**src/rtl/core/byr_pkg.sv**
```systemverilog
// Shared types and constants for the planar run-length body decoder.
// Used by every module under rtl/core; depends on nothing else.
package byr_pkg;

   // Limits on the effective register values
   localparam int unsigned MAX_PLANES    = 8;
   localparam int unsigned MAX_ROW_BYTES = 1024;
   localparam int unsigned MAX_ROWS      = 4096;

   // Run-length header coding: 128 is a no-op, above it a repeat of 257 - n bytes
   localparam logic [7:0] HDR_NOOP    = 8'h80;
   localparam logic [8:0] REPEAT_BIAS = 9'd257;

   // Register indexes on the configuration port
   localparam int unsigned CSR_INDEX_W = 3;
   localparam int unsigned CSR_DATA_W  = 13;
   localparam logic [CSR_INDEX_W-1:0] CSR_PLANE_COUNT = 3'd0;
   localparam logic [CSR_INDEX_W-1:0] CSR_HAS_MASK    = 3'd1;
   localparam logic [CSR_INDEX_W-1:0] CSR_COMPRESSED  = 3'd2;
   localparam logic [CSR_INDEX_W-1:0] CSR_ROW_BYTES   = 3'd3;
   localparam logic [CSR_INDEX_W-1:0] CSR_ROW_COUNT   = 3'd4;

   // Effective configuration, already clamped to the legal ranges
   typedef struct packed {
      logic [3:0]  planes;      // colour planes, 1..8
      logic [3:0]  total;       // colour planes plus mask plane, 1..9
      logic        compressed;
      logic [10:0] row_bytes;   // 1..1024
      logic [12:0] rows;        // 1..4096
   } byr_cfg_type;

   // One result item
   typedef struct packed {
      logic [2:0]  plane;
      logic [11:0] row;
      logic [9:0]  column;
      logic [7:0]  value;
      logic [7:0]  repeat_res;
      logic        write_valid;
      logic        frame_end;
      logic        overrun;
   } byr_result_type;

endpackage

```
**src/rtl/core/planar_byterun1_body_decoder_core.sv**
```systemverilog
// Top level of the planar run-length body decoder.
// Depends on byr_pkg, byr_csr, byr_decoder and byr_out_queue.
//
//   Channel   Direction  Handshake            Payload
//   req       in         req_valid/req_stall  req_body_byte
//   rsp       out        rsp_valid/rsp_stall  plane, row, column, value, repeat_res,
//                                             write_valid, frame_end, overrun
//   csr       in         csr_valid/csr_ready  csr_index, csr_data
//
// One body byte per cycle while req_stall is low: a byte is held in the input
// register, is decoded and lands in the output register or the skid entry
// behind it. Bytes that cause no result leave nothing.
// Synchronous reset restores the default registers and the frame start.
// Under rsp_stall the skid entry absorbs one more result, then req_stall rises.
module planar_byterun1_body_decoder_core (
   input  logic        clock,
   input  logic        reset,
   input  logic        req_valid,
   output logic        req_stall,
   input  logic [7:0]  req_body_byte,
   output logic        rsp_valid,
   input  logic        rsp_stall,
   output logic [2:0]  rsp_plane,
   output logic [11:0] rsp_row,
   output logic [9:0]  rsp_column,
   output logic [7:0]  rsp_value,
   output logic [7:0]  rsp_repeat_res,
   output logic        rsp_write_valid,
   output logic        rsp_frame_end,
   output logic        rsp_overrun,
   input  logic        csr_valid,
   output logic        csr_ready,
   input  logic [byr_pkg::CSR_INDEX_W-1:0] csr_index,
   input  logic [byr_pkg::CSR_DATA_W-1:0]  csr_data
);

   byr_pkg::byr_cfg_type    cfg;
   byr_pkg::byr_result_type push_data;
   byr_pkg::byr_result_type head;
   logic                    push;
   logic                    queue_full;

   byr_csr u_csr (
      .clock     (clock),
      .reset     (reset),
      .csr_valid (csr_valid),
      .csr_ready (csr_ready),
      .csr_index (csr_index),
      .csr_data  (csr_data),
      .cfg       (cfg)
   );

   byr_decoder u_decoder (
      .clock         (clock),
      .reset         (reset),
      .cfg           (cfg),
      .req_valid     (req_valid),
      .req_stall     (req_stall),
      .req_body_byte (req_body_byte),
      .queue_full    (queue_full),
      .push          (push),
      .push_data     (push_data)
   );

   byr_out_queue u_out_queue (
      .clock     (clock),
      .reset     (reset),
      .push      (push),
      .push_data (push_data),
      .full      (queue_full),
      .rsp_valid (rsp_valid),
      .rsp_stall (rsp_stall),
      .head      (head)
   );

   // Split the result item onto its ports
   assign rsp_plane       = head.plane;
   assign rsp_row         = head.row;
   assign rsp_column      = head.column;
   assign rsp_value       = head.value;
   assign rsp_repeat_res  = head.repeat_res;
   assign rsp_write_valid = head.write_valid;
   assign rsp_frame_end   = head.frame_end;
   assign rsp_overrun     = head.overrun;

endmodule

```
**src/rtl/core/byr_csr.sv**
```systemverilog
// Configuration registers of the body decoder, stored in clamped form.
// Depends on byr_pkg.
module byr_csr (
   input  logic                             clock,
   input  logic                             reset,
   input  logic                             csr_valid,
   output logic                             csr_ready,
   input  logic [byr_pkg::CSR_INDEX_W-1:0]  csr_index,
   input  logic [byr_pkg::CSR_DATA_W-1:0]   csr_data,
   output byr_pkg::byr_cfg_type             cfg
);

   logic [3:0]  planes_ff, planes_in;
   logic        mask_ff, mask_in;
   logic        comp_ff, comp_in;
   logic [10:0] rbytes_ff, rbytes_in;
   logic [12:0] rows_ff, rows_in;
   logic        wr;

   assign csr_ready = 1'b1;
   assign wr        = csr_valid & csr_ready;

   // Clamp incoming values and pick the addressed register
   always_comb begin
      planes_in = planes_ff;
      mask_in   = mask_ff;
      comp_in   = comp_ff;
      rbytes_in = rbytes_ff;
      rows_in   = rows_ff;
      if (wr) begin
         unique case (csr_index)
            byr_pkg::CSR_PLANE_COUNT: begin
               if (csr_data[3:0] == 4'd0)
                  planes_in = 4'd1;
               else if (csr_data[3:0] > 4'(byr_pkg::MAX_PLANES))
                  planes_in = 4'(byr_pkg::MAX_PLANES);
               else
                  planes_in = csr_data[3:0];
            end
            byr_pkg::CSR_HAS_MASK:   mask_in = csr_data[0];
            byr_pkg::CSR_COMPRESSED: comp_in = csr_data[0];
            byr_pkg::CSR_ROW_BYTES: begin
               if (csr_data[10:0] == 11'd0)
                  rbytes_in = 11'd1;
               else if (csr_data[10:0] > 11'(byr_pkg::MAX_ROW_BYTES))
                  rbytes_in = 11'(byr_pkg::MAX_ROW_BYTES);
               else
                  rbytes_in = csr_data[10:0];
            end
            byr_pkg::CSR_ROW_COUNT: begin
               if (csr_data[12:0] == 13'd0)
                  rows_in = 13'd1;
               else if (csr_data[12:0] > 13'(byr_pkg::MAX_ROWS))
                  rows_in = 13'(byr_pkg::MAX_ROWS);
               else
                  rows_in = csr_data[12:0];
            end
            default: ;
         endcase
      end
   end

   always_ff @(posedge clock) begin
      if (reset) begin
         planes_ff <= 4'd5;
         mask_ff   <= 1'b0;
         comp_ff   <= 1'b1;
         rbytes_ff <= 11'd40;
         rows_ff   <= 13'd200;
      end else begin
         planes_ff <= planes_in;
         mask_ff   <= mask_in;
         comp_ff   <= comp_in;
         rbytes_ff <= rbytes_in;
         rows_ff   <= rows_in;
      end
   end

   assign cfg.planes     = planes_ff;
   assign cfg.total      = planes_ff + {3'd0, mask_ff};
   assign cfg.compressed = comp_ff;
   assign cfg.row_bytes  = rbytes_ff;
   assign cfg.rows       = rows_ff;

endmodule

```
**src/rtl/core/byr_decoder.sv**
```systemverilog
// Input register, position counters and run-length decode of one byte a cycle while the queue has room.
// Depends on byr_pkg; feeds results to byr_out_queue.
module byr_decoder (
   input  logic                   clock,
   input  logic                   reset,
   input  byr_pkg::byr_cfg_type   cfg,
   input  logic                   req_valid,
   output logic                   req_stall,
   input  logic [7:0]             req_body_byte,
   input  logic                   queue_full,
   output logic                   push,
   output byr_pkg::byr_result_type push_data
);

   typedef enum logic [1:0] {
      MODE_HEADER  = 2'd0,
      MODE_LITERAL = 2'd1,
      MODE_REPEAT  = 2'd2
   } mode_type;

   logic           in_valid_ff, in_valid_in;
   logic [7:0]     byte_ff;
   logic [3:0]     plane_ff, plane_in;
   logic [11:0]    row_ff, row_in;
   logic [10:0]    col_ff, col_in;
   mode_type       mode_ff, mode_in;
   logic [7:0]     run_ff, run_in;

   logic           accept, advance, colour;
   logic           wv, fe, ov, end_row;
   logic [7:0]     val, rep;
   logic [10:0]    col_step, avail;
   logic [7:0]     fill_n;
   logic [7:0]     run_dec;
   logic [3:0]     plane_inc;
   logic [12:0]    row_inc;
   logic [8:0]     neg_len;

   // Hold the byte until the result queue has room
   assign advance   = in_valid_ff & ~queue_full;
   assign req_stall = in_valid_ff & queue_full;
   assign accept    = req_valid & ~req_stall;

   assign colour    = plane_ff < cfg.planes;
   assign avail     = (col_ff < cfg.row_bytes) ? (cfg.row_bytes - col_ff) : 11'd0;
   assign fill_n    = ({3'd0, run_ff} < avail) ? run_ff : avail[7:0];
   assign run_dec   = run_ff - 8'd1;
   assign plane_inc = plane_ff + 4'd1;
   assign row_inc   = {1'b0, row_ff} + 13'd1;
   assign neg_len   = byr_pkg::REPEAT_BIAS - {1'b0, byte_ff};

   // Decode the held byte and step the position
   always_comb begin
      wv       = 1'b0;
      fe       = 1'b0;
      ov       = 1'b0;
      end_row  = 1'b0;
      val      = 8'd0;
      rep      = 8'd0;
      col_step = col_ff;
      mode_in  = mode_ff;
      run_in   = run_ff;
      plane_in = plane_ff;
      row_in   = row_ff;

      if (!cfg.compressed) begin
         mode_in = MODE_HEADER;
         run_in  = 8'd0;
         if (col_ff < cfg.row_bytes) begin
            wv       = colour;
            val      = byte_ff;
            rep      = 8'd1;
            col_step = col_ff + 11'd1;
         end else begin
            ov = 1'b1;
         end
         end_row = col_step >= cfg.row_bytes;
      end else begin
         unique case (mode_ff)
            MODE_LITERAL: begin
               if (col_ff < cfg.row_bytes) begin
                  wv       = colour;
                  val      = byte_ff;
                  rep      = 8'd1;
                  col_step = col_ff + 11'd1;
               end else begin
                  ov = 1'b1;
               end
               run_in = run_dec;
               if (run_dec == 8'd0) begin
                  mode_in = MODE_HEADER;
                  end_row = col_step >= cfg.row_bytes;
               end
            end
            MODE_REPEAT: begin
               ov = fill_n < run_ff;
               if (fill_n != 8'd0 && colour) begin
                  wv  = 1'b1;
                  val = byte_ff;
                  rep = fill_n;
               end
               col_step = col_ff + {3'd0, fill_n};
               mode_in  = MODE_HEADER;
               run_in   = 8'd0;
               end_row  = col_step >= cfg.row_bytes;
            end
            default: begin
               // Header byte; the no-op header leaves the run count alone
               mode_in = MODE_HEADER;
               if (!byte_ff[7]) begin
                  run_in  = byte_ff + 8'd1;
                  mode_in = MODE_LITERAL;
               end else if (byte_ff != byr_pkg::HDR_NOOP) begin
                  run_in  = neg_len[7:0];
                  mode_in = MODE_REPEAT;
               end
            end
         endcase
      end

      // Wrap to the next plane row, row and frame
      col_in = col_step;
      if (end_row) begin
         col_in = 11'd0;
         if (plane_inc >= cfg.total) begin
            plane_in = 4'd0;
            if (row_inc >= cfg.rows) begin
               row_in = 12'd0;
               fe     = 1'b1;
            end else begin
               row_in = row_inc[11:0];
            end
         end else begin
            plane_in = plane_inc;
         end
      end
   end

   // Build the result item; status-only items carry zero fields
   always_comb begin
      push_data             = '0;
      push_data.write_valid = wv;
      push_data.frame_end   = fe;
      push_data.overrun     = ov;
      if (wv) begin
         push_data.plane      = plane_ff[2:0];
         push_data.row        = row_ff;
         push_data.column     = col_ff[9:0];
         push_data.value      = val;
         push_data.repeat_res = rep;
      end
   end

   assign push = advance & (wv | fe | ov);

   always_comb begin
      in_valid_in = in_valid_ff;
      if (accept)
         in_valid_in = 1'b1;
      else if (advance)
         in_valid_in = 1'b0;
   end

   // Hold the input byte and the decode state
   always_ff @(posedge clock) begin
      if (reset) begin
         in_valid_ff <= 1'b0;
         plane_ff    <= 4'd0;
         row_ff      <= 12'd0;
         col_ff      <= 11'd0;
         mode_ff     <= MODE_HEADER;
         run_ff      <= 8'd0;
      end else begin
         in_valid_ff <= in_valid_in;
         if (advance) begin
            plane_ff <= plane_in;
            row_ff   <= row_in;
            col_ff   <= col_in;
            mode_ff  <= mode_in;
            run_ff   <= run_in;
         end
      end
   end

   always_ff @(posedge clock) begin
      if (accept)
         byte_ff <= req_body_byte;
   end

endmodule

```
**src/rtl/core/byr_out_queue.sv**
```systemverilog
// Two-entry result queue: an output register and a skid register behind it.
// Depends on byr_pkg.
module byr_out_queue (
   input  logic                    clock,
   input  logic                    reset,
   input  logic                    push,
   input  byr_pkg::byr_result_type push_data,
   output logic                    full,
   output logic                    rsp_valid,
   input  logic                    rsp_stall,
   output byr_pkg::byr_result_type head
);

   logic                    head_valid_ff, head_valid_in;
   logic                    skid_valid_ff, skid_valid_in;
   byr_pkg::byr_result_type head_ff, head_in;
   byr_pkg::byr_result_type skid_ff, skid_in;
   logic                    pop;

   assign pop       = head_valid_ff & ~rsp_stall;
   assign full      = skid_valid_ff;
   assign rsp_valid = head_valid_ff;
   assign head      = head_ff;

   // Refill the output register from the skid entry first, then from the decoder
   always_comb begin
      head_valid_in = head_valid_ff;
      skid_valid_in = skid_valid_ff;
      head_in       = head_ff;
      skid_in       = skid_ff;
      if (pop || !head_valid_ff) begin
         if (skid_valid_ff) begin
            head_valid_in = 1'b1;
            head_in       = skid_ff;
            skid_valid_in = push;
            skid_in       = push_data;
         end else begin
            head_valid_in = push;
            head_in       = push_data;
         end
      end else if (push) begin
         skid_valid_in = 1'b1;
         skid_in       = push_data;
      end
   end

   always_ff @(posedge clock) begin
      if (reset) begin
         head_valid_ff <= 1'b0;
         skid_valid_ff <= 1'b0;
      end else begin
         head_valid_ff <= head_valid_in;
         skid_valid_ff <= skid_valid_in;
      end
   end

   always_ff @(posedge clock) begin
      head_ff <= head_in;
      skid_ff <= skid_in;
   end

endmodule
```
**config.mk**
```make
export PLATFORM = sky130hd
export DESIGN_NAME = planar_byterun1_body_decoder_core
export DESIGN_NICKNAME = d
export VERILOG_FILES = /design/src/rtl/core/byr_pkg.sv /design/src/rtl/core/planar_byterun1_body_decoder_core.sv /design/src/rtl/core/byr_csr.sv /design/src/rtl/core/byr_decoder.sv /design/src/rtl/core/byr_out_queue.sv
export SDC_FILE = /design/constraint.sdc
export NUM_CORES = 1
export LEC_CHECK = 0
export BUFFER_PORTS_ARGS = -buffer_cell sky130_fd_sc_hd__buf_2
export CAP_MARGIN = 20
export CORE_ASPECT_RATIO = 0.6
export CORE_MARGIN = 2
export CORE_UTILIZATION = 61
export CTS_CLUSTER_DIAMETER = 60
export DETAILED_ROUTE_END_ITERATION = 7
export PLACE_DENSITY = 0.83
export SLEW_MARGIN = 20
export SYNTH_ARGS = -nofsm -noshare
export SYNTH_HDL_FRONTEND = slang
export SYNTH_SLANG_ARGS = --single-unit
```
**constraint.sdc**
```tcl
create_clock -name clock -period 13.3 [get_ports clock]
set_input_delay 0 -clock clock [delete_from_list [all_inputs] [get_ports clock]]
set_output_delay 0 -clock clock [all_outputs]
set_load 0.05 [all_outputs]
```
## After elaboration in Yosys (flattened, before gate mapping)

Cells that the tools add are included.

- Bits of input ports: 29
- Register bits: 166
- Output and inout bits: 47
- Word-level logic and storage cells: 152

- Multiplexer cells: 58
- Magnitude comparators: 12
- Reductions and logical operators: 22
- Equality and inequality tests: 11
- $add $sub $neg: 9
- Bitwise logic cells: 10

Operators with widths:

| kind | count |
|---|---|
| $mux W44 | 4 |
| $mux W11 | 9 |
| $mux W8 | 9 |
| $pmux W8 S2 | 3 |
| $mux W41 | 1 |
| $ge A11 B11 Y1 | 3 |
| $mux W13 | 2 |
| $pmux W11 S2 | 1 |
| $reduce_and A2 Y1 | 10 |
| $mux W1 | 17 |
| $add A12 B1 Y13 const B | 1 |
| $ge A13 B13 Y1 | 1 |
| $gt A13 B13 Y1 const B | 1 |
| $logic_not A13 Y1 | 1 |
| $mux W12 | 1 |
| $mux W4 | 3 |
| $add A11 B1 Y11 const B | 1 |
| $add A11 B8 Y11 | 1 |
| $gt A11 B11 Y1 const B | 1 |
| $logic_not A11 Y1 | 1 |
| $lt A11 B11 Y1 | 1 |
| $lt A8 B11 Y1 | 1 |
| $sub A11 B11 Y11 | 1 |
| $add A8 B1 Y8 const B | 1 |
| 33 further kinds | 47 |

## Depth between registers and ports, before layout

Gate-level depths: netlist of the first run.

- Word-level depth: 14
- Gate-level depth with buffers: 37
- Depth with buffers taken out: 34

## Modules after synthesis

A second synthesis of the first run with hierarchy kept.

- Cells, all modules: 1072
- Area, all modules: 10591.4 µm²

Modules (own cells, without submodules):

| module | instances | area each (µm²) | cells each |
|---|---|---|---|
| byr_decoder | 1 | 5884.4 | 790 |
| byr_out_queue | 1 | 3435.8 | 146 |
| byr_csr | 1 | 1271.2 | 136 |

## Least setup slack after synthesis of the first run

No wires, ideal clock.

- Path kind: register to register
- From: register u_decoder.col_ff[8]
- To: register u_out_queue.skid_ff[0] in the netlist's numbering (enable)
- Slack: 3190 ps
- Clock period less this slack: 10110 ps
- Arrival: 9599 ps
- Cell stages (with the launch flop): 36
- Cell sequence: dfxtp_1 -> clkbuf_1 -> inv_1 -> ha_1 -> clkbuf_2 -> nand3_1 -> o221ai_1 -> a221oi_4 -> nor2_2 -> clkbuf_1 -> nand2_1 -> ha_1 -> a21o_1 -> a21oi_1 -> nor2b_1 -> and2_1 -> o41ai_2 -> nor3_1 -> a22o_1 -> ha_1 -> a21o_1 -> a21o_1 -> a21oi_1 -> o21ai_0 -> a21oi_1 -> xnor2_1 -> ha_1 -> nand4_1 -> nor2_1 -> o21ai_0 -> nand2_1 -> o221a_2 -> o21ai_0 -> nor2_1 -> o41ai_4 -> o31ai_1

RTL lines:

| what | line | source |
|---|---|---|
| start, declared | byr_decoder.sv:25 | `logic [10:0] col_ff, col_in;` |
| start signal, assigned | byr_decoder.sv:178 | `col_ff <= col_in;` |
| end signal, assigned | byr_out_queue.sv:59 | `skid_ff <= skid_in;` |
| end, declared | byr_out_queue.sv:17 | `byr_pkg::byr_result_type skid_ff, skid_in;` |

## Final worst setup path of the first run

- From: register u_decoder.col_ff[2]
- To: register u_decoder.col_ff[9]

- Cells in the longest elaborated chain, start to end: 10

RTL lines:

| what | line | source |
|---|---|---|
| $sub A11 B11 Y11, or another cell as far along | byr_decoder.sv:45 | `assign avail = (col_ff < cfg.row_bytes) ? (cfg.row_bytes - col_ff) : 11'd0;` |
| $mux W11, on equally long branches | byr_decoder.sv:45, byr_decoder.sv:69, byr_decoder.sv:81 |  |
| $lt A8 B11 Y1 / $mux W11 (equally long branches) | byr_decoder.sv:46, byr_decoder.sv:79 |  |
| $mux W8 / $mux W11 (equally long branches) | byr_decoder.sv:46, byr_decoder.sv:66 |  |
| $add A11 B8 Y11 / $ge A11 B11 Y1 (equally long branches) | byr_decoder.sv:102, byr_decoder.sv:92 |  |
| $ge A11 B11 Y1 / $mux W1 (equally long branches) | byr_decoder.sv:105, byr_decoder.sv:90 |  |
| $pmux W1 S2 | byr_decoder.sv:79 | `unique case (mode_ff)` |
| $mux W1 | byr_decoder.sv:66 | `if (!cfg.compressed) begin` |
| $ne A4 B1 Y1 (no line) | -- |  |
| $reduce_and A2 Y1 (no line) | -- |  |

Parallel ways exist; a longest one is shown, timed or not. The select of a mux whose other input is x is not followed.
A chain may end at the register's enable or synchronous reset.

==> flow_summary.yaml, run 1 <==
detailed_routing:
  drtPass1Iterations: 6
  drc: 0
  dr_total_vias: 8992
  wirelength_um: 28400
  routed_via_density: 6.25
  drtAntennaViolNets: 0
  avgRoutedWirePerCell_um: 19.8
  drtIter0Drc: 1203
logic_synthesis:
  yosysTopAreaCell: "edfxtp_1"
  synthMuxAreaShare: 0.0225
  synth-compound-area-share: 0.198
  ys.flop_type: "edfxtp_1"
  yosysUniqueCellTypes: 82
  synth_xor_area_frac: 0.0422
  synth_top_area_frac: 0.278
  synthCells: 1116
  synth-simple-area-share: 0.155
  syn_avg_cell_area_um2: 9.31
  ys_seq_area_frac: 0.412
  synth-seq-cells: 166
  yosys-top-cells-count: "110 x o21ai_0, 107 x inv_1, 96 x edfxtp_1, 96 x nand2_1, 88 x ha_1"
  synth_top_family_by_area: "compound AO/OA/AOI/OAI gates"
  synth_edf_count: 96
  synth_nets: 1235
  yosys-top-cells-area: "edfxtp_1 28%, dfxtp_1 13%, ha_1 11%, o21ai_0 5.3%, inv_1 3.9%"
  synth_fa_ha_area_frac: 0.111
  ys_warn_count: 0
  synth.most_common_cell: "o21ai_0"
  syn_area_um2: 10400
  async_reset_ff_frac: 0
clock_network:
  post_cts_buffers: 0
  cts_hold_buffers: 27
  clock_sinks: 166
  cts_root_buf: "clkbuf_16"
  cts_tree: "done"
  clk_latency_ns: 0.44
  clockBufferDepth: 2
  htree_levels: 4
  numCtsBuffers: 17
  path_clk_slew_ns: 0.07
  cts_resized: 0
power_and_ir_drop:
  peakVddDrop_v: 0.0000878
  leakagePower_nw: 5.25
  powerDensity_nw_per_um2: 106
sta:
  finClkSkew_ns: 0.00729
  hold_viol: 0
  maxSlewHeadroom: 0.321
  min_period_ns: 8.65
  maxSlewViolCount: 0
  setup_violations: 0
  layout_worst_path_cycle_share: 0.651
  finalSetupTns_ns: 0
  rsz0062_at_grt: "false"
  max_freq_mhz: 116
  worst_slew_pin_slew_ns: 1.01
worst_hold_path:
  min_delay_path_depth: 4
  hold_end: "u_csr.rows_ff[11]"
  hp-class: "in2reg"
  hold_start: "csr_data[11]"
layout:
  diodes: 0
  final_core_util: 0.720
  fin_nets: 1316
  area_growth_pct: 14.0
  fillers: 1203
  drive_gt1_frac: 0.126
placement:
  port_buffers: 74
  finalWeightedCongestion: 1.01
  dp_hpwl_um: 19600
status:
  status: "completed"
floorplan:
  die_width_um: 172
  ios: 76
  coreArea_um2: 16400
  row_count: 36
  die_h_um: 105
  start_util: 0.632
  die_area_um2: 18100
grt:
  grt_usage: 0.319
  grt_start_max_net_pins: 65
  grt_pass1_wl_um: 44500
  grt_antenna_before_repair: 0
  grt_pass1_vias: 8446
  grt_overflow: 0
critical_path:
  critical_path.top_delay_family: "compound AO/OA/AOI/OAI gates"
  end_kind: "flop"
  setup.worst_path.start_class: "flop"
  worst-path-buf-inv: 1
  ff2ff_setup_slack_ns: 4.65
  crit_type: "reg2reg"
  cp_max_fo: 17
  slowest_delay_ns: 0.74
  crit_path_top_delay_cell: "nor2_1"
  worstPathArrival_ns: 9.04
  worstPathRequired_ns: 13.68
  r2r_cells: 31
  rr_endpoint: "u_decoder.col_ff[9]"
  r2r-start: "u_decoder.col_ff[2]"
flow_run:
  maxCapViolations: 0
[metrics by stage]
stage               setup slack [ns]  hold WS [ns]  power (W)  area [um^2]  cells
floorplan                       3.19        0.0989   0.000668        10400   1116
global placement                4.77         0.177   0.000701        10900   1377
detailed placement              4.46         0.178   0.000704        10900   1377
CTS                             4.41        0.0450    0.00124        11800   1436
global route                    4.11         0.106    0.00128        11800   1438
finish                          4.65        0.0915    0.00125        11800   1438
[cell type report]
cell class | count | area, um^2 | area share
clock inverters | 15 | 221 | 0.0187
repair buffers | 109 | 704 | 0.0595
well taps | 228 | 285 | 0.0241
clock buffers | 17 | 425 | 0.0359
inverters | 107 | 402 | 0.0339
multi-input cells | 796 | 5510 | 0.466
flip-flops and latches | 166 | 4290 | 0.362
[registers in the layout, indices dropped and copies added, names as in the netlist]
signal                 count
u_csr.comp_ff              1
u_out_queue.rsp_valid      1
u_decoder.row_ff          12
u_out_queue.skid_ff       44
u_decoder.mode_ff          2
u_decoder.in_valid_ff      1
u_out_queue.full           1
u_csr.rbytes_ff           11
u_decoder.plane_ff         4
u_csr.rows_ff             13
u_decoder.col_ff          11
u_decoder.byte_ff          8
u_decoder.run_ff           8
u_out_queue.head          44
u_csr.mask_ff              1
u_csr.planes_ff            4
[placed cells by master (no fill, tap or decap), types with 5 or more instances in the layout]
cell type / n
a211oi_1: 6
a22o_1: 5
nand3b_1: 12
nand2_1: 95
ha_1: 88
nand4_1: 9
nor2_1: 75
o211ai_1: 7
o21bai_1: 5
a22oi_1: 15
nor3b_1: 13
nor4_1: 9
a21oi_1: 70
inv_1: 107
and2_1: 8
buf_4: 6
a21o_1: 15
o21ai_0: 110
clkbuf_16: 17
nand3_1: 26
buf_2: 74
xor2_1: 17
mux2i_1: 8
o32ai_1: 6
xnor2_1: 33
dlygate4sd3_1: 27
o21a_1: 13
nor2b_1: 8
a31oi_1: 8
dfxtp_1: 69
mux2_4: 8
and3_1: 18
nor3_1: 18
edfxtp_1: 96
[how the worst max path moves through the flow]
stage	slack, ns	from	to	cells past startpoint
final	4.65	u_decoder.col_ff[2]	u_decoder.col_ff[9]	31
after global routing	4.11	u_decoder.col_ff[2]	u_out_queue.skid_ff[13]	34
after CTS	4.41	u_decoder.col_ff[2]	u_out_queue.skid_ff[8]	34
after detailed placement	4.46	u_decoder.col_ff[2]	u_out_queue.skid_ff[15]	34
after global placement	4.77	u_decoder.col_ff[2]	u_out_queue.skid_ff[15]	34
after floorplan	3.19	u_decoder.col_ff[8]	u_out_queue.skid_ff[0]	35
[report_power, final]
part	leakage, nW	internal, W	switching, W	total, W
clock network	0.307	0.000320	0.000224	0.000544
registers	1.59	0.000546	0.0000106	0.000557
logic	3.35	0.0000573	0.0000937	0.000151
total	5.25	0.000923	0.000328	0.00125
[routing by layer]
| layer | part of all wire | wire (um) | track usage |
|---|---|---|---|
| met5 | 0 | 0 | 0 |
| met4 | 0.020 | 560 | 0.0948 |
| met3 | 0.11 | 3150 | 0.0939 |
| met2 | 0.43 | 12200 | 0.464 |
| met1 | 0.44 | 12500 | 0.459 |
[logic make-up (layout without fill, tap and decap cells)]
| family | Yosys count | in the layout |
|---|---|---|
| AO/OA/AOI/OAI | 314 | 314 |
| other | 1 | 1 |
| buffers and inverters | 154 | 248 |
| adder cells (fa/ha/maj) | 91 | 91 |
| flip-flops | 166 | 166 |
| XOR/XNOR | 50 | 50 |
| multiplexers | 19 | 19 |
| AND/OR/NAND/NOR | 321 | 321 |
[tightest hold or removal path: cells and delay by family]
family,cells,cell delay [ns]
compound gates,1,0.16
simple gates,2,0.20
buf+inv,1,0.11
(Power assumes the default switching activity.)
==> inputs of run 2 (changes only) <==
==> constraint.sdc (replaced) <==
create_clock -name clock -period 8.06 [get_ports clock]
set_input_delay 0 -clock clock [delete_from_list [all_inputs] [get_ports clock]]
set_output_delay 0 -clock clock [all_outputs]
set_load 0.05 [all_outputs]
==> run 2 against run 1 <==
Compared with the run above: first-iteration DRC count increased by 11%; core utilization increased by 0.27 points; wire length increased by 2.3%; highest routed layer unchanged; non-clock buffer count increased by 11; largest power group unchanged; worst hold slack got worse by 0.074 ns; sequential share of layout area decreased by 0.13 points; critical path depth increased by 2; clock power increased by 54%; sequential power increased by 65%; setup slack got worse by 4.3 ns.
==> flow_summary.yaml, run 2 (same netlist as run 1, synthesis figures left out) <==
status:
  status: "completed"
sta:
  rsz0062_at_grt: "false"
  worst_slew_pin_slew_ns: 1.04
  setup_violations: 0
  finalSetupTns_ns: 0
  hold_viol: 0
  layout_worst_path_cycle_share: 0.955
  maxSlewHeadroom: 0.308
  maxSlewViolCount: 0
  finClkSkew_ns: 0.0111
  min_period_ns: 7.69
  max_freq_mhz: 130
layout:
  multi_input_area_um2: 5530
  final_common_cell: "o21ai_0"
  area_growth_pct: 14.4
  fin_nets: 1327
  final_cell_mix: "109 x o21ai_0, 107 x inv_1, 96 x edfxtp_1"
  ff_latch_area_um2: 4290
  diodes: 0
  fillers: 1170
  fin_area_um2: 11900
  drive_gt1_frac: 0.133
placement:
  port_buffers: 74
  dp_hpwl_um: 20200
  placed_area_um2: 11000
  finalWeightedCongestion: 0.976
floorplan:
  ios: 76
  die_area_um2: 18100
  die_h_um: 105
  coreArea_um2: 16400
  die_width_um: 172
  start_util: 0.632
  row_count: 36
critical_path:
  ff2ff_setup_slack_ns: 0.37
  r2r_cells: 33
  worstPathRequired_ns: 8.22
  slowest_delay_ns: 0.47
  setup.worst_path.start_class: "flop"
  r2r-start: "u_decoder.col_ff[3]"
  crit_type: "reg2reg"
  crit_top_cell: "ha_1"
  crit_path_top_delay_cell: "or4_1"
  end_kind: "flop"
  cp_max_fo: 23
  worstPathArrival_ns: 7.85
  rr_endpoint: "u_out_queue.skid_ff[34]"
clock_network:
  clock_sinks: 166
  numCtsBuffers: 17
  cts_tree: "done"
  clockBufferDepth: 2
  cts_root_buf: "clkbuf_16"
  post_cts_buffers: 0
  path_clk_slew_ns: 0.07
  clk_latency_ns: 0.43
  htree_levels: 4
detailed_routing:
  routed_via_density: 6.28
  dr_total_vias: 9105
  avgRoutedWirePerCell_um: 20.1
  drtIter0Drc: 1331
  wirelength_um: 29100
  drtPass1Iterations: 8
  drtAntennaViolNets: 0
  drc: 0
flow_run:
  maxCapViolations: 0
grt:
  grt_pass1_wl_um: 45500
  grt_antenna_before_repair: 0
  grt_overflow: 0
  grt_start_max_net_pins: 65
  grt_usage: 0.326
  grt_pass1_vias: 8582
power_and_ir_drop:
  peakVddDrop_v: 0.000132
  powerDensity_nw_per_um2: 169
  leakagePower_nw: 5.29
worst_hold_path:
  hold_start: "csr_data[11]"
  min_delay_path_depth: 4
  hold_end: "u_csr.rows_ff[11]"
  hp-class: "in2reg"
-- run 2: area by class of cell --
type                       instances  share of cell area
clock inverter                    11              0.0127
inverter                         107              0.0338
tap                              228              0.0240
multi-input combinational        796               0.466
clock buffer                      21              0.0371
sequential                       166               0.361
timing repair buffer             120              0.0657
-- run 2: per-stage QoR --
step,power [W],setup slack [ns],std cells,hold WS (ns),util
after floorplan,0.00110,0.166,1116,0.0989,-
after global placement,0.00116,0.506,1391,0.181,0.669
after detailed placement,0.00116,0.233,1391,0.178,0.669
after CTS,0.00200,0.194,1449,0.000989,0.721
after global routing,0.00206,0.0239,1449,0.0509,0.723
final,0.00201,0.365,1449,0.0178,0.723
-- run 2: routing by layer --
metal  wire length (um)  part of all wire  global-route usage
met5                  0                 0                   0
met4                651             0.022               0.101
met3               3090              0.11              0.0792
met2              12500              0.43               0.476
met1              12800              0.44               0.476
-- run 2: how the worst max path moves through the flow --
stage | startpoint | cells past startpoint | slack [ns] | to
detailed placement | u_decoder.col_ff[1] | 32 | 0.23 | u_out_queue.skid_ff[38]
global route | u_decoder.col_ff[3] | 33 | 0.02 | u_out_queue.skid_ff[28]
CTS | u_decoder.col_ff[1] | 33 | 0.19 | u_out_queue.skid_ff[34]
floorplan | u_decoder.col_ff[8] | 35 | 0.17 | u_out_queue.skid_ff[0]
finish | u_decoder.col_ff[3] | 33 | 0.37 | u_out_queue.skid_ff[34]
global placement | u_decoder.col_ff[1] | 32 | 0.51 | u_out_queue.skid_ff[38]
-- run 2: timing repair --
| action | 4_1_cts | 5_1_grt |
|---|---|---|
| resized for setup | 0 | 5 |
| hold endpoints to repair | 30 | 0 |
| hold buffers | 26 | 0 |
| setup endpoints to repair | 0 | 50 |
-- run 2: worst max-delay path: cells and delay by family (launching register included) --
family / cells / cell delay, ns
DFF: 1 / 0.39
buffers and inverters: 3 / 0.59
xor gates and xnor gates: 1 / 0.11
adders and majority gates: 5 / 1.56
and+or+nand+nor: 4 / 0.89
AOI/OAI and AO/OA: 20 / 3.88
-- run 2: power breakdown --
part	internal, W	switching [W]
combinational	0.0000975	0.000154
clock	0.000489	0.000348
sequential	0.000901	0.0000166
total	0.00149	0.000519
==> inputs of run 3 (changes only) <==
--- a/config.mk
+++ b/config.mk
@@ -13,6 +13,7 @@
 export CTS_CLUSTER_DIAMETER = 60
 export DETAILED_ROUTE_END_ITERATION = 7
 export PLACE_DENSITY = 0.83
+export RECOVER_POWER = 50
 export SLEW_MARGIN = 20
 export SYNTH_ARGS = -nofsm -noshare
 export SYNTH_HDL_FRONTEND = slang
==> run 3 against run 2 <==
Compared with the run above: the flow now finishes with violations (capacitance limit, slew limit); fmax rose by 0.14%; global-route usage unchanged; design area is 0.88% lower; wire length hardly changed; clock power is essentially flat; critical path type unchanged.
==> flow_summary.yaml, run 3 (same netlist as run 1, synthesis figures left out) <==
layout:
  final_cell_mix: "109 x o21ai_0, 107 x inv_1, 96 x edfxtp_1"
  area_growth_pct: 13.4
  final_common_cell: "o21ai_0"
  final_core_util: 0.716
  diodes: 0
  drive_gt1_frac: 0.0876
  fin_nets: 1327
sta:
  setup_violations: 0
  rsz0062_at_grt: "false"
  maxSlewViolCount: 45
  worst_slack_ns: 0.376
  finClkSkew_ns: 0.0101
  maxSlewHeadroom: -0.0311
  min_period_ns: 7.68
  finalSetupTns_ns: 0
  max_freq_mhz: 130
  hold_viol: 0
  layout_worst_path_cycle_share: 0.953
  worst_slew_pin_slew_ns: 1.55
grt:
  grt_overflow: 0
  grt_pass1_vias: 8582
  grt_antenna_before_repair: 0
  grt_usage: 0.326
  grt_pass1_wl_um: 45500
  grt_start_max_net_pins: 65
detailed_routing:
  drtPass1Iterations: 6
  wirelength_um: 29100
  drtIter0Drc: 1247
  drc: 0
  routed_via_density: 6.31
  avgRoutedWirePerCell_um: 20.1
  drtAntennaViolNets: 0
  dr_total_vias: 9150
critical_path:
  worstPathRequired_ns: 8.22
  slowest_delay_ns: 0.47
  setup.worst_path.start_class: "flop"
  crit_top_cell: "ha_1"
  worstPathArrival_ns: 7.84
  critical_path.top_delay_family: "compound AO/OA/AOI/OAI gates"
  cp_max_fo: 23
  crit_type: "reg2reg"
  end_kind: "flop"
  crit_path_top_delay_cell: "or4_1"
  worst-path-buf-inv: 3
power_and_ir_drop:
  powerDensity_nw_per_um2: 170
  leakagePower_nw: 5.08
  design_power_total_w: 0.00200
  peakVddDrop_v: 0.000131
clock_network:
  htree_levels: 4
  clockBufferDepth: 2
  post_cts_buffers: 0
  cts_tree: "done"
  clock_sinks: 166
  numCtsBuffers: 17
  cts_root_buf: "clkbuf_16"
  path_clk_slew_ns: 0.07
  clk_latency_ns: 0.43
placement:
  post-place-ws_ns: 0.233
  port_buffers: 74
  dp_hpwl_um: 20200
  finalWeightedCongestion: 0.976
status:
  violations: "capacitance limit, slew limit"
  status: "complete, but fails checks"
worst_hold_path:
  hp-class: "in2reg"
flow_run:
  maxCapViolations: 1
floorplan:
  start_util: 0.632
  ios: 76
  die_h_um: 105
  row_count: 36
  die_area_um2: 18100
  die_width_um: 172
  coreArea_um2: 16400
## run 3: cell types whose count changed in the layout (fill, tap and decap cells not counted), sizes merged
cell,delta
buf,-48
clkbuf,+48
## run 3: where the power goes
group	total, W	internal [W]	switching [W]
clock network	0.000837	0.000489	0.000348
logic	0.000249	0.0000961	0.000153
registers	0.000918	0.000901	0.0000168
## run 3: area by class of cell
class	count	area [um^2]
inverter	107	402
fill	1207	4670
sequential	166	4290
clock buffer	21	440
timing repair buffer	120	718
tap	228	285
multi-input combinational	796	5490
clock inverter	11	151
## run 3: timing repair
| item | CTS | global route |
|---|---|---|
| gates resized for setup | 0 | 5 |
| endpoints found under the setup margin | 0 | 50 |
| endpoints found under the hold margin | 30 | 0 |
| hold buffers | 26 | 0 |
## run 3: worst paths after layout
| check | cells past startpoint | end | startpoint | slack [ns] |
|---|---|---|---|---|
| max | 33 | u_out_queue.skid_ff[34] | u_decoder.col_ff[3] | 0.38 |
| min reg2reg | 2 | u_csr.planes_ff[3] | u_csr.planes_ff[3] | 0.48 |
| max reg2reg | 33 | u_out_queue.skid_ff[34] | u_decoder.col_ff[3] | 0.38 |
| min | 4 | u_csr.rows_ff[11] | csr_data[11] | 0.02 |
## run 3: through the flow
stage / cell area [um^2] / hold WS [ns] / std cells
3_3_place_gp: 11000 / 0.181 / 1391
4_1_cts: 11900 / 0.000989 / 1449
2_1_floorplan: 10400 / 0.0989 / 1116
5_1_grt: 11800 / 0.0509 / 1449
6_report: 11800 / 0.0165 / 1449
3_5_place_dp: 11000 / 0.178 / 1391
## run 3: routing by layer
layer,routed length (um),up-vias,part of all wire,global-route usage
li1,-,4217,-,-
met1,12700,4301,0.44,0.476
met2,12500,580,0.43,0.476
met3,3320,52,0.11,0.0792
met4,572,0,0.020,0.101
met5,0,-,0,0
## run 3: worst register-to-register path: cells and delay by family, from the launching register on
| family | cells | cell delay, ns |
|---|---|---|
| buf+inv | 3 | 0.60 |
| fa+ha+maj | 5 | 1.57 |
| compound gates | 20 | 3.90 |
| xor+xnor | 1 | 0.11 |
| simple gates | 4 | 0.88 |
| flops | 1 | 0.39 |
